`config.mk`:
```
export PLATFORM = sky130hd
export DESIGN_NAME = sti_merge
export DESIGN_NICKNAME = d
export VERILOG_FILES = /design/src/hw/rtl/sti_pkg.sv /design/src/hw/rtl/sti_merge.sv
export SDC_FILE = /design/constraint.sdc
export NUM_CORES = 1
export LEC_CHECK = 0
export BUFFER_PORTS_ARGS = -buffer_cell sky130_fd_sc_hd__buf_2
export CAP_MARGIN = 20
export CORE_MARGIN = 2
export CORE_UTILIZATION = 40
export DETAILED_ROUTE_END_ITERATION = 10
export PLACE_DENSITY = 0.65
export RECOVER_POWER = 25
export REMOVE_ABC_BUFFERS = 1
export SLEW_MARGIN = 5
export SYNTH_ARGS = -nofsm -noshare
export SYNTH_HDL_FRONTEND = slang
export SYNTH_SLANG_ARGS = --single-unit
```
`constraint.sdc`:
```
create_clock -name clk -period 34.3 [get_ports clk]
set_input_delay 8.575 -clock clk [delete_from_list [all_inputs] [get_ports clk]]
set_output_delay 8.575 -clock clk [all_outputs]
set_load 0.02 [all_outputs]
```
`src/hw/rtl/sti_pkg.sv`:
```
`timescale 1ns / 1ps
// ----------------------------------------------------------------------------
// sti_pkg: shared types and constants of the thread sample interleaver
// Word width, register codes, reset values and the per-bit route entry
// that the route table hands to each lane.
// ----------------------------------------------------------------------------
package sti_pkg;

  localparam int WORD_W          = 32;
  localparam int THR_W           = 3;   // thread select, enough for up to eight threads
  localparam int POS_W           = 5;   // bit position inside one 32-bit word
  localparam int CFG_W           = 4;
  localparam int CFG_IDX_W       = 1;
  localparam int MAX_THREADS_DEF = 8;

  localparam logic [CFG_W-1:0] THREAD_COUNT_RST = 4'd2;
  localparam logic [CFG_W-1:0] SAMPLE_BITS_RST  = 4'd2;

  typedef enum logic [CFG_IDX_W-1:0] {
    CFG_THREAD_COUNT = 1'b0,
    CFG_SAMPLE_BITS  = 1'b1
  } cfg_idx_t;

  // Source of one output bit: which thread word and which bit of it.
  typedef struct packed {
    logic             vld;
    logic [THR_W-1:0] thr;
    logic [POS_W-1:0] pos;
  } route_t;

  // Status from the route table to the top level.
  typedef struct packed {
    logic cfg_error;
    logic map_busy;
  } route_stat_t;

endpackage

```
`src/hw/rtl/sti_merge.sv`:
```
`timescale 1ns / 1ps
// ----------------------------------------------------------------------------
// sti_merge: output register with skid stage
// Gathers the lane words and the error flag into one result word and
// holds it, plus one more in the skid stage, until it is taken.
// ----------------------------------------------------------------------------
module sti_merge #(
  parameter int MAX_THREADS = sti_pkg::MAX_THREADS_DEF
) (
  input  logic                                   clk,
  input  logic                                   rst_n,
  input  logic                                   up_valid,
  output logic                                   up_ready,
  input  logic [sti_pkg::WORD_W-1:0]             lane_word [MAX_THREADS],
  input  logic                                   cfg_error,
  output logic                                   out_tvalid,
  input  logic                                   out_tready,
  output logic [MAX_THREADS*sti_pkg::WORD_W-1:0] out_tdata,
  output logic                                   out_tuser
);
  import sti_pkg::*;

  localparam int DATA_W = MAX_THREADS * WORD_W;

  logic              out_valid_r, out_valid_nxt;
  logic [DATA_W-1:0] out_data_r, out_data_nxt;
  logic              out_err_r, out_err_nxt;
  logic              skid_valid_r, skid_valid_nxt;
  logic [DATA_W-1:0] skid_data_r, skid_data_nxt;
  logic              skid_err_r, skid_err_nxt;
  logic [DATA_W-1:0] merged;
  logic              up_fire;

  always_comb begin
    for (int t = 0; t < MAX_THREADS; t++) begin
      merged[t*WORD_W +: WORD_W] = lane_word[t];
    end
  end

  assign up_ready = !skid_valid_r;
  assign up_fire  = up_valid && up_ready;

  always_comb begin
    out_valid_nxt  = out_valid_r;
    out_data_nxt   = out_data_r;
    out_err_nxt    = out_err_r;
    skid_valid_nxt = skid_valid_r;
    skid_data_nxt  = skid_data_r;
    skid_err_nxt   = skid_err_r;
    if (!out_valid_r || out_tready) begin
      if (skid_valid_r) begin
        out_valid_nxt  = 1'b1;
        out_data_nxt   = skid_data_r;
        out_err_nxt    = skid_err_r;
        skid_valid_nxt = 1'b0;
      end else begin
        out_valid_nxt = up_fire;
        if (up_fire) begin
          out_data_nxt = merged;
          out_err_nxt  = cfg_error;
        end
      end
    end else if (up_fire) begin
      skid_valid_nxt = 1'b1;
      skid_data_nxt  = merged;
      skid_err_nxt   = cfg_error;
    end
  end

  always_ff @(posedge clk) begin
    if (!rst_n) begin
      out_valid_r  <= 1'b0;
      skid_valid_r <= 1'b0;
    end else begin
      out_valid_r  <= out_valid_nxt;
      skid_valid_r <= skid_valid_nxt;
    end
  end

  always_ff @(posedge clk) begin
    out_data_r  <= out_data_nxt;
    out_err_r   <= out_err_nxt;
    skid_data_r <= skid_data_nxt;
    skid_err_r  <= skid_err_nxt;
  end

  assign out_tvalid = out_valid_r;
  assign out_tdata  = out_data_r;
  assign out_tuser  = out_err_r;

endmodule

```
==> metrics.md, run 1 <==
| Metric | Value |
|---|---|
| Maximum net fanout on the critical path | 76 |
| DRC violation total after the first TritonRoute iteration | 455 |
| Vertical die dimension | 224 um |
| YS warnings | 0 |
| Non-Filler Cell Area, Final | 24000 sq um |
| Worst endpoint required time | 34500 ps |
| Number of sinks driven by the clock tree | 516 |
| Number of fillers in the final layout | 4054 |
| Sequential fraction of the synthesis area | 79.6% |
| Final-report setup violation count | 0 |
| Total routed wirelength | 41600 um |
| Worst-case headroom to the max-slew limit | 30.6% |
| Synthesized-area fraction occupied by adder cells | 0% |
| Worst Hold Class | flip-flop to flip-flop |
| EDFF count, synth | 514 |
| PortBufs | 519 |
| Capture endpoint of the worst hold path | out_tdata[120] |
| Placement Cell Area | 22600 sq um |
| Slack of the worst reg-to-reg path | 30920 ps |
| Area share of the largest cell type after synthesis | 79.4% |
| Max-slew violation total from the final report | 0 |
| Yosys reg bits | 516 |
| Leading post-synthesis cells by instance count | sky130_fd_sc_hd__edfxtp_1, sky130_fd_sc_hd__mux2_4, sky130_fd_sc_hd__mux2_2 |
| Die outline area | 50400 sq um |
| Worst clock skew | 11.2 ps |
| MaxCap Viol Count | 0 |
| First-pass GRT wire length | 60100 um |
| Worst r2r src | skid_valid_r |
| Power Internal | 0.00110 W |
| Worst-skew pair later-pin latency | 580 ps |
| Most frequent cell after synthesis | sky130_fd_sc_hd__edfxtp_1 |
| Fmax | 0.0933 GHz |
| Count of cells along the worst hold path | 1 |
| DRC violation count after routing | 0 |
| Floorplan core area | 47800 sq um |
| Hold Violations, Final | 0 |
| Compound-gate portion of the synthesized area | 0.0386% |
| Net switching power | 0.000310 W |
| Final layout net count | 1629 |
| Outcome | completed |
| Class of the most critical setup path | input port to flip-flop |
| Mux cell area share after synthesis | 18.7% |
| Share of the cycle needed by the critical path after routing | 31.2% |
| Simple-Gate Fraction of Synth Area | 0.161% |
| Most area-consuming cells after synthesis | sky130_fd_sc_hd__edfxtp_1, sky130_fd_sc_hd__mux2_4, sky130_fd_sc_hd__mux2_2, sky130_fd_sc_hd__buf_6, sky130_fd_sc_hd__dfxtp_1 |
| CTS buffer count | 53 |
| CTS Root Buffer Type | sky130_fd_sc_hd__clkbuf_16 |
| Synth area leader | sky130_fd_sc_hd__edfxtp_1 |
| Worst EP arrival | 10920 ps |
| Sequential fraction of design power | 52.1% |
| Final Critical Period | 10720 ps |
| Comb power frac | 7.8% |
| Tightest Pin Transition | 1040 ps |
| Final weighted congestion of routability-driven global placement | 0.798 |
| Clock tree from TritonCTS | yes |
| Residual antenna-violating net count after detailed routing | 0 |
| DR WL/cell | 20.5 um |
| Clock Path Buffers | 3 |
| Total gr overflow | 0 |
| Post-synthesis xor/xnor area fraction | 0% |
| I/O pin total | 520 |
| Switching part of the total | 21.9% |
| Post-detailed-placement half-perimeter wirelength | 28300 um |
| Post-cts gate resize count | 0 |
| Syn-to-layout area delta | 23.6% |
| Critical Path End Type | flip-flop |
| Leading register cell type out of synthesis | sky130_fd_sc_hd__edfxtp_1 |
| Setup repair after global routing missed its margin | no |
| Count of buffers added by post-CTS timing repair for setup | 0 |
| Pre-antenna DRT Iters | 4 |
| Cell count of the worst reg-to-reg path | 4 |
| Global Route Usage Sum | 15.7% |
| Clock network fraction of total power | 40.1% |
| Count of placed standard cells in the final layout, fillers left out | 2027 |
| Synth cell types | 12 |
| H-Tree Depth | 2 |
| Critical register-to-register path endpoint | skid_data_r[139] |
| Antenna violations before repair | 6 |
| Instance count after placement with tap cells included | 1927 |
| Vias in the first global route | 10100 |
| Largest net degree at the start of global routing | 77 |
| DR vias/cell | 4.78 |
| CTS Hold Buffers Added | 0 |
| PwrDens | 58.8 nW/um^2 |
| Width of the die | 224 um |
| Netlist Area Pre-Place | 19400 sq um |
| Startpoint of the lowest-slack hold path | skid_data_r[120] |
| Mean Syn Cell Area | 24.0 sq um |
| Power after layout | 0.00141 W |
| Via count of the routed design | 9684 |
| Row count | 80 |
| Initial core utilization | 40.6% |
| Kind of start point of the critical path | input port |
| Max VDD drop | 0.0000418 V |
| Layout cells sized above 1 | 47.0% |
| Synthesized instance count | 809 |
| Main combinational cell family by area after synthesis | multiplexers |
| Async SR Flop Fraction | 0% |
| Clock slew at the register clock pins of the worst setup and hold paths | 70 ps |
| Leakage power | 8.81 nW |
-- metal layers --
layer | track usage, % | wire (um) | up-vias
met1 | 18.8 | 16400 | 4849
met4 | 7.16 | 1380 | 2
met2 | 25.7 | 20200 | 372
met5 | 0 | 12 | -
li1 | - | - | 4373
met3 | 5.47 | 3570 | 88
-- cells in the final DEF (no fill, tap or decap), types with 4 or more instances in the layout --
cell type	Yosys	layout
sky130_fd_sc_hd__buf_4	0	13
sky130_fd_sc_hd__bufinv_16	0	4
sky130_fd_sc_hd__mux2_2	59	59
sky130_fd_sc_hd__clkinv_1	0	7
sky130_fd_sc_hd__diode_2	0	5
sky130_fd_sc_hd__clkbuf_1	0	179
sky130_fd_sc_hd__edfxtp_1	514	514
sky130_fd_sc_hd__mux2_1	0	39
sky130_fd_sc_hd__clkbuf_16	0	55
sky130_fd_sc_hd__mux2_4	198	159
sky130_fd_sc_hd__buf_2	6	346
sky130_fd_sc_hd__clkbuf_8	0	4
sky130_fd_sc_hd__clkinv_2	0	11
-- flip-flops by register name, indices dropped and copies added, names as in the netlist --
signal        cells
out_tdata       256
skid_data_r     256
skid_err_r        1
skid_valid_r      1
out_tuser         1
out_tvalid        1
-- cells by family (layout without fill, tap and decap cells) --
group | Yosys count | in the layout
buffers and inverters | 30 | 628
other | 0 | 5
multiplexers | 257 | 257
AO/OA/AOI/OAI | 1 | 1
AND/OR/NAND/NOR | 5 | 5
flip-flops | 516 | 516
-- critical path: stages --
cell                       delay (ps)
sky130_fd_sc_hd__buf_2            100
sky130_fd_sc_hd__nand2b_1         180
sky130_fd_sc_hd__nor3b_2          230
sky130_fd_sc_hd__buf_4            760
sky130_fd_sc_hd__buf_4            920
-- worst max-delay path by stage --
stage	from	to	slack, ps
3_3_place_gp	out_tready	skid_data_r[118]	23020
4_1_cts	out_tready	skid_data_r[206]	23620
3_5_place_dp	out_tready	skid_data_r[129]	22990
6_report	out_tready	skid_data_r[139]	23580
5_1_grt	out_tready	skid_data_r[214]	23430
2_1_floorplan	skid_valid_r	skid_data_r[0]	-14950
-- stage by stage --
step / setup TNS [ps] / util [%] / worst slack (ps) / hold slack [ps]
floorplan: -3842600 / - / -14950 / 524
global placement: 0 / 47.3 / 23020 / 527
detailed placement: 0 / 47.3 / 22990 / 532
CTS: 0 / 50.9 / 23620 / 536
global route: 0 / 50.2 / 23430 / 541
finish: 0 / 50.2 / 23580 / 534
-- area by class of cell --
| class | instances | area, sq um | share of cell area, % |
|---|---|---|---|
| flip-flops and latches | 516 | 15500 | 64.4 |
| multi-input cells | 263 | 3540 | 14.7 |
| repair buffers | 533 | 2510 | 10.4 |
| clock buffers | 66 | 1460 | 6.07 |
| well taps | 615 | 769 | 3.20 |
| clock inverters | 28 | 254 | 1.06 |
| diodes | 5 | 12.5 | 0.0521 |
| inverters | 1 | 3.75 | 0.0156 |
-- power groups by stage --
| stage | clock (W) | combinational, W | sequential (W) |
|---|---|---|---|
| 3_3_place_gp | 0 | 0.000114 | 0.000749 |
| 3_5_place_dp | 0 | 0.000116 | 0.000750 |
| 5_1_grt | 0.000603 | 0.000117 | 0.000739 |
| 4_1_cts | 0.000582 | 0.000116 | 0.000737 |
| 6_report | 0.000566 | 0.000110 | 0.000736 |
| 2_1_floorplan | 0 | 0.0000417 | 0.000795 |
Note: power is estimated with default switching activity, not from simulation.
==> run 2, diff against run 1 <==
--- a/config.mk
+++ b/config.mk
@@ -10,7 +10,7 @@
 export CORE_MARGIN = 2
 export CORE_UTILIZATION = 40
 export DETAILED_ROUTE_END_ITERATION = 10
-export PLACE_DENSITY = 0.65
+export PLACE_DENSITY = 0.68
 export RECOVER_POWER = 25
 export REMOVE_ABC_BUFFERS = 1
 export SLEW_MARGIN = 5
==> constraint.sdc (replaced) <==
create_clock -name clk -period 9.45 [get_ports clk]
set_input_delay 2.3625 -clock clk [delete_from_list [all_inputs] [get_ports clk]]
set_output_delay 2.3625 -clock clk [all_outputs]
set_load 0.02 [all_outputs]
==> run 2 against run 1 <==
Via count is 2.0% lower; worst hold slack worse by 6.3 ps; non-clock buffer count is 5 lower; die area stayed put; clock-buffer cell count is 1 lower; critical path type unchanged; largest cell class unchanged.
==> metrics.md, run 2 (synthesis results as in run 1) <==
| Metric | Value |
|---|---|
| Final-layout setup total negative slack | 0 ps (unchanged) |
| Most frequent standard cell in the layout excluding fill and tap cells | sky130_fd_sc_hd__edfxtp_1 |
| Capture endpoint of the worst hold path | out_tdata[199] |
| Pre-antenna DRT Iters | 4 (unchanged) |
| Setup repair after global routing missed its margin | no |
| Worst Hold Class | flip-flop to flip-flop |
| Worst-skew pair later-pin latency | 590 ps (about the same) |
| Number of sinks driven by the clock tree | 516 (unchanged) |
| Vertical die dimension | 224 um (unchanged) |
| Initial core utilization | 40.6% (unchanged) |
| Critical register-to-register path endpoint | out_tdata[37] |
| CTS Hold Buffers Added | 0 (unchanged) |
| Cell family contributing the most delay on the critical path | buffers and inverters |
| Slowest stage cell on the critical path | sky130_fd_sc_hd__buf_4 |
| Residual antenna-violating net count after detailed routing | 0 (unchanged) |
| First-pass GRT wire length | 58900 um (-1.9%) |
| Row count | 80 (unchanged) |
| PwrDens | 213 nW/um^2 (+260%) |
| Vias in the first global route | 9923 (-1.7%) |
| H-Tree Depth | 2 (unchanged) |
| Crit-path cells | buf_2 -> nand2b_1 -> nor3b_2 -> buf_12 -> buf_4 |
| Global Route Usage Sum | 15.3% (-0.39 points) |
| PortBufs | 519 (unchanged) |
| Layout cells sized above 1 | 46.3% (-0.73 points) |
| Leakage power | 8.75 nW (-0.70%) |
| Startpoint of the lowest-slack hold path | skid_data_r[199] |
| Power after layout | 0.00511 W (+260%) |
| Floorplan core area | 47800 sq um (unchanged) |
| Final weighted congestion of routability-driven global placement | 0.783 (-1.9%) |
| Total gr overflow | 0 (unchanged) |
| DRC violation count after routing | 0 (unchanged) |
| Cell count of the worst reg-to-reg path | 3 (-1) |
| Maximum net fanout on the critical path | 182 (+140%) |
| Critical Path End Type | flip-flop |
| Max-slew violation total from the final report | 0 (unchanged) |
| Share of the cycle needed by the critical path after routing | 47.2% |
| Max VDD drop | 0.000141 V (+240%) |
| Most frequent cells in the layout | sky130_fd_sc_hd__edfxtp_1, sky130_fd_sc_hd__buf_2, sky130_fd_sc_hd__clkbuf_1, sky130_fd_sc_hd__mux2_4, sky130_fd_sc_hd__mux2_2 |
| Hold Violations, Final | 0 (unchanged) |
| Post-detailed-placement half-perimeter wirelength | 27100 um (-4.3%) |
| Clock Path Buffers | 3 (unchanged) |
| Worst r2r src | skid_valid_r |
| Total routed wirelength | 40500 um (-2.5%) |
| DRC violation total after the first TritonRoute iteration | 438 (-3.7%) |
| Outcome | completed |
| Final-report setup violation count | 0 (unchanged) |
| Placement Cell Area | 22600 sq um (about the same) |
| Die outline area | 50400 sq um (unchanged) |
| Via count of the routed design | 9491 (-2.0%) |
| Final Critical Period | 4460 ps |
| Class of the most critical setup path | input port to flip-flop |
| Antenna violations before repair | 7 (+1) |
| Final layout net count | 1624 (-0.31%) |
| Clock slew at the register clock pins of the worst setup and hold paths | 60 ps (about the same) |
| DR vias/cell | 4.70 (-1.6%) |
| CTS buffer count | 53 (unchanged) |
| Width of the die | 224 um (unchanged) |
| Worst EP arrival | 4640 ps (-6280 ps) |
| Count of cells along the worst hold path | 1 (unchanged) |
| CP peak stage delay | 870 ps (-50 ps) |
| Number of fillers in the final layout | 4029 (-0.62%) |
| Slack of the worst reg-to-reg path | 6410 ps (-24510 ps) |
| Post-cts gate resize count | 0 (unchanged) |
| DR WL/cell | 20.1 um (-2.1%) |
| Worst endpoint required time | 9630 ps (-24870 ps) |
| Largest net degree at the start of global routing | 183 (+140%) |
| Worst clock skew | 24.5 ps (+13.3 ps) |
| Fmax | 0.224 GHz |
| Clock tree from TritonCTS | yes |
| MaxCap Viol Count | 0 (unchanged) |
| Worst-case headroom to the max-slew limit | 17.3% (-13 points) |
| Worst path buffer plus inverter count | 3 (unchanged) |
| Syn-to-layout area delta | 23.2% |
| I/O pin total | 520 (unchanged) |
| Tightest Pin Transition | 1240 ps (+200 ps) |
| CTS Root Buffer Type | sky130_fd_sc_hd__clkbuf_16 |
| Kind of start point of the critical path | input port |
| Non-Filler Cell Area, Final | 23900 sq um (-0.32%) |
| Count of buffers added by post-CTS timing repair for setup | 0 (unchanged) |
-- run 2: cell types whose count changed in the layout (fill, tap and decap cells not counted), sizes merged --
cell    delta
diode      -3
buf        -6
inv        +2
clkinv     -4
bufinv     +2
-- run 2: worst register-to-register path, cell delays in order, from the launching register on --
cell and delay [ps]:
sky130_fd_sc_hd__dfxtp_4 630, sky130_fd_sc_hd__buf_4 700, sky130_fd_sc_hd__buf_12 580, sky130_fd_sc_hd__mux2_2 870
-- run 2: stage by stage --
| stage | std cells | hold WS [ps] | utilization [%] | setup slack, ps |
|---|---|---|---|---|
| after floorplan | 780 | 524 | - | -39800 |
| after global placement | 1923 | 529 | 47.3 | 4310 |
| after detailed placement | 1923 | 534 | 47.3 | 4310 |
| after CTS | 2016 | 522 | 50.8 | 4920 |
| after global routing | 2017 | 550 | 50.0 | 4780 |
| final | 2018 | 527 | 50.1 | 4990 |
-- run 2: area by class of cell --
type,count,area (sq um),area share (%)
diodes,2,5.00,0.0209
clock buffers,65,1370,5.73
clock inverters,28,309,1.29
inverters,1,3.75,0.0157
multi-input cells,263,3540,14.8
repair buffers,528,2470,10.3
well taps,615,769,3.21
flip-flops and latches,516,15500,64.6
-- run 2: report_power, final --
group	total (W)	leakage, nW	switching [W]	internal, W
clock	0.00204	0.817	0.000848	0.00119
sequential	0.00267	4.85	0.0000286	0.00265
combinational	0.000393	3.09	0.000237	0.000155
total	0.00511	8.75	0.00111	0.00400
-- run 2: worst max path at each step --
| stage | startpoint | to | cells after the start |
|---|---|---|---|
| 2_1_floorplan | skid_valid_r | skid_data_r[0] | 1 |
| 3_5_place_dp | out_tready | skid_data_r[241] | 5 |
| 6_report | out_tready | skid_data_r[205] | 5 |
| 4_1_cts | out_tready | skid_data_r[205] | 5 |
| 5_1_grt | out_tready | skid_data_r[205] | 5 |
| 3_3_place_gp | out_tready | skid_data_r[227] | 5 |
-- run 2: layer usage --
metal / track usage (%) / wire length [um] / part of all wire, %
met5: 0 / 51 / 0.13
met2: 26.2 / 20200 / 50
met1: 18.4 / 16100 / 40
met4: 4.55 / 1040 / 2.6
met3: 5.26 / 3130 / 7.7
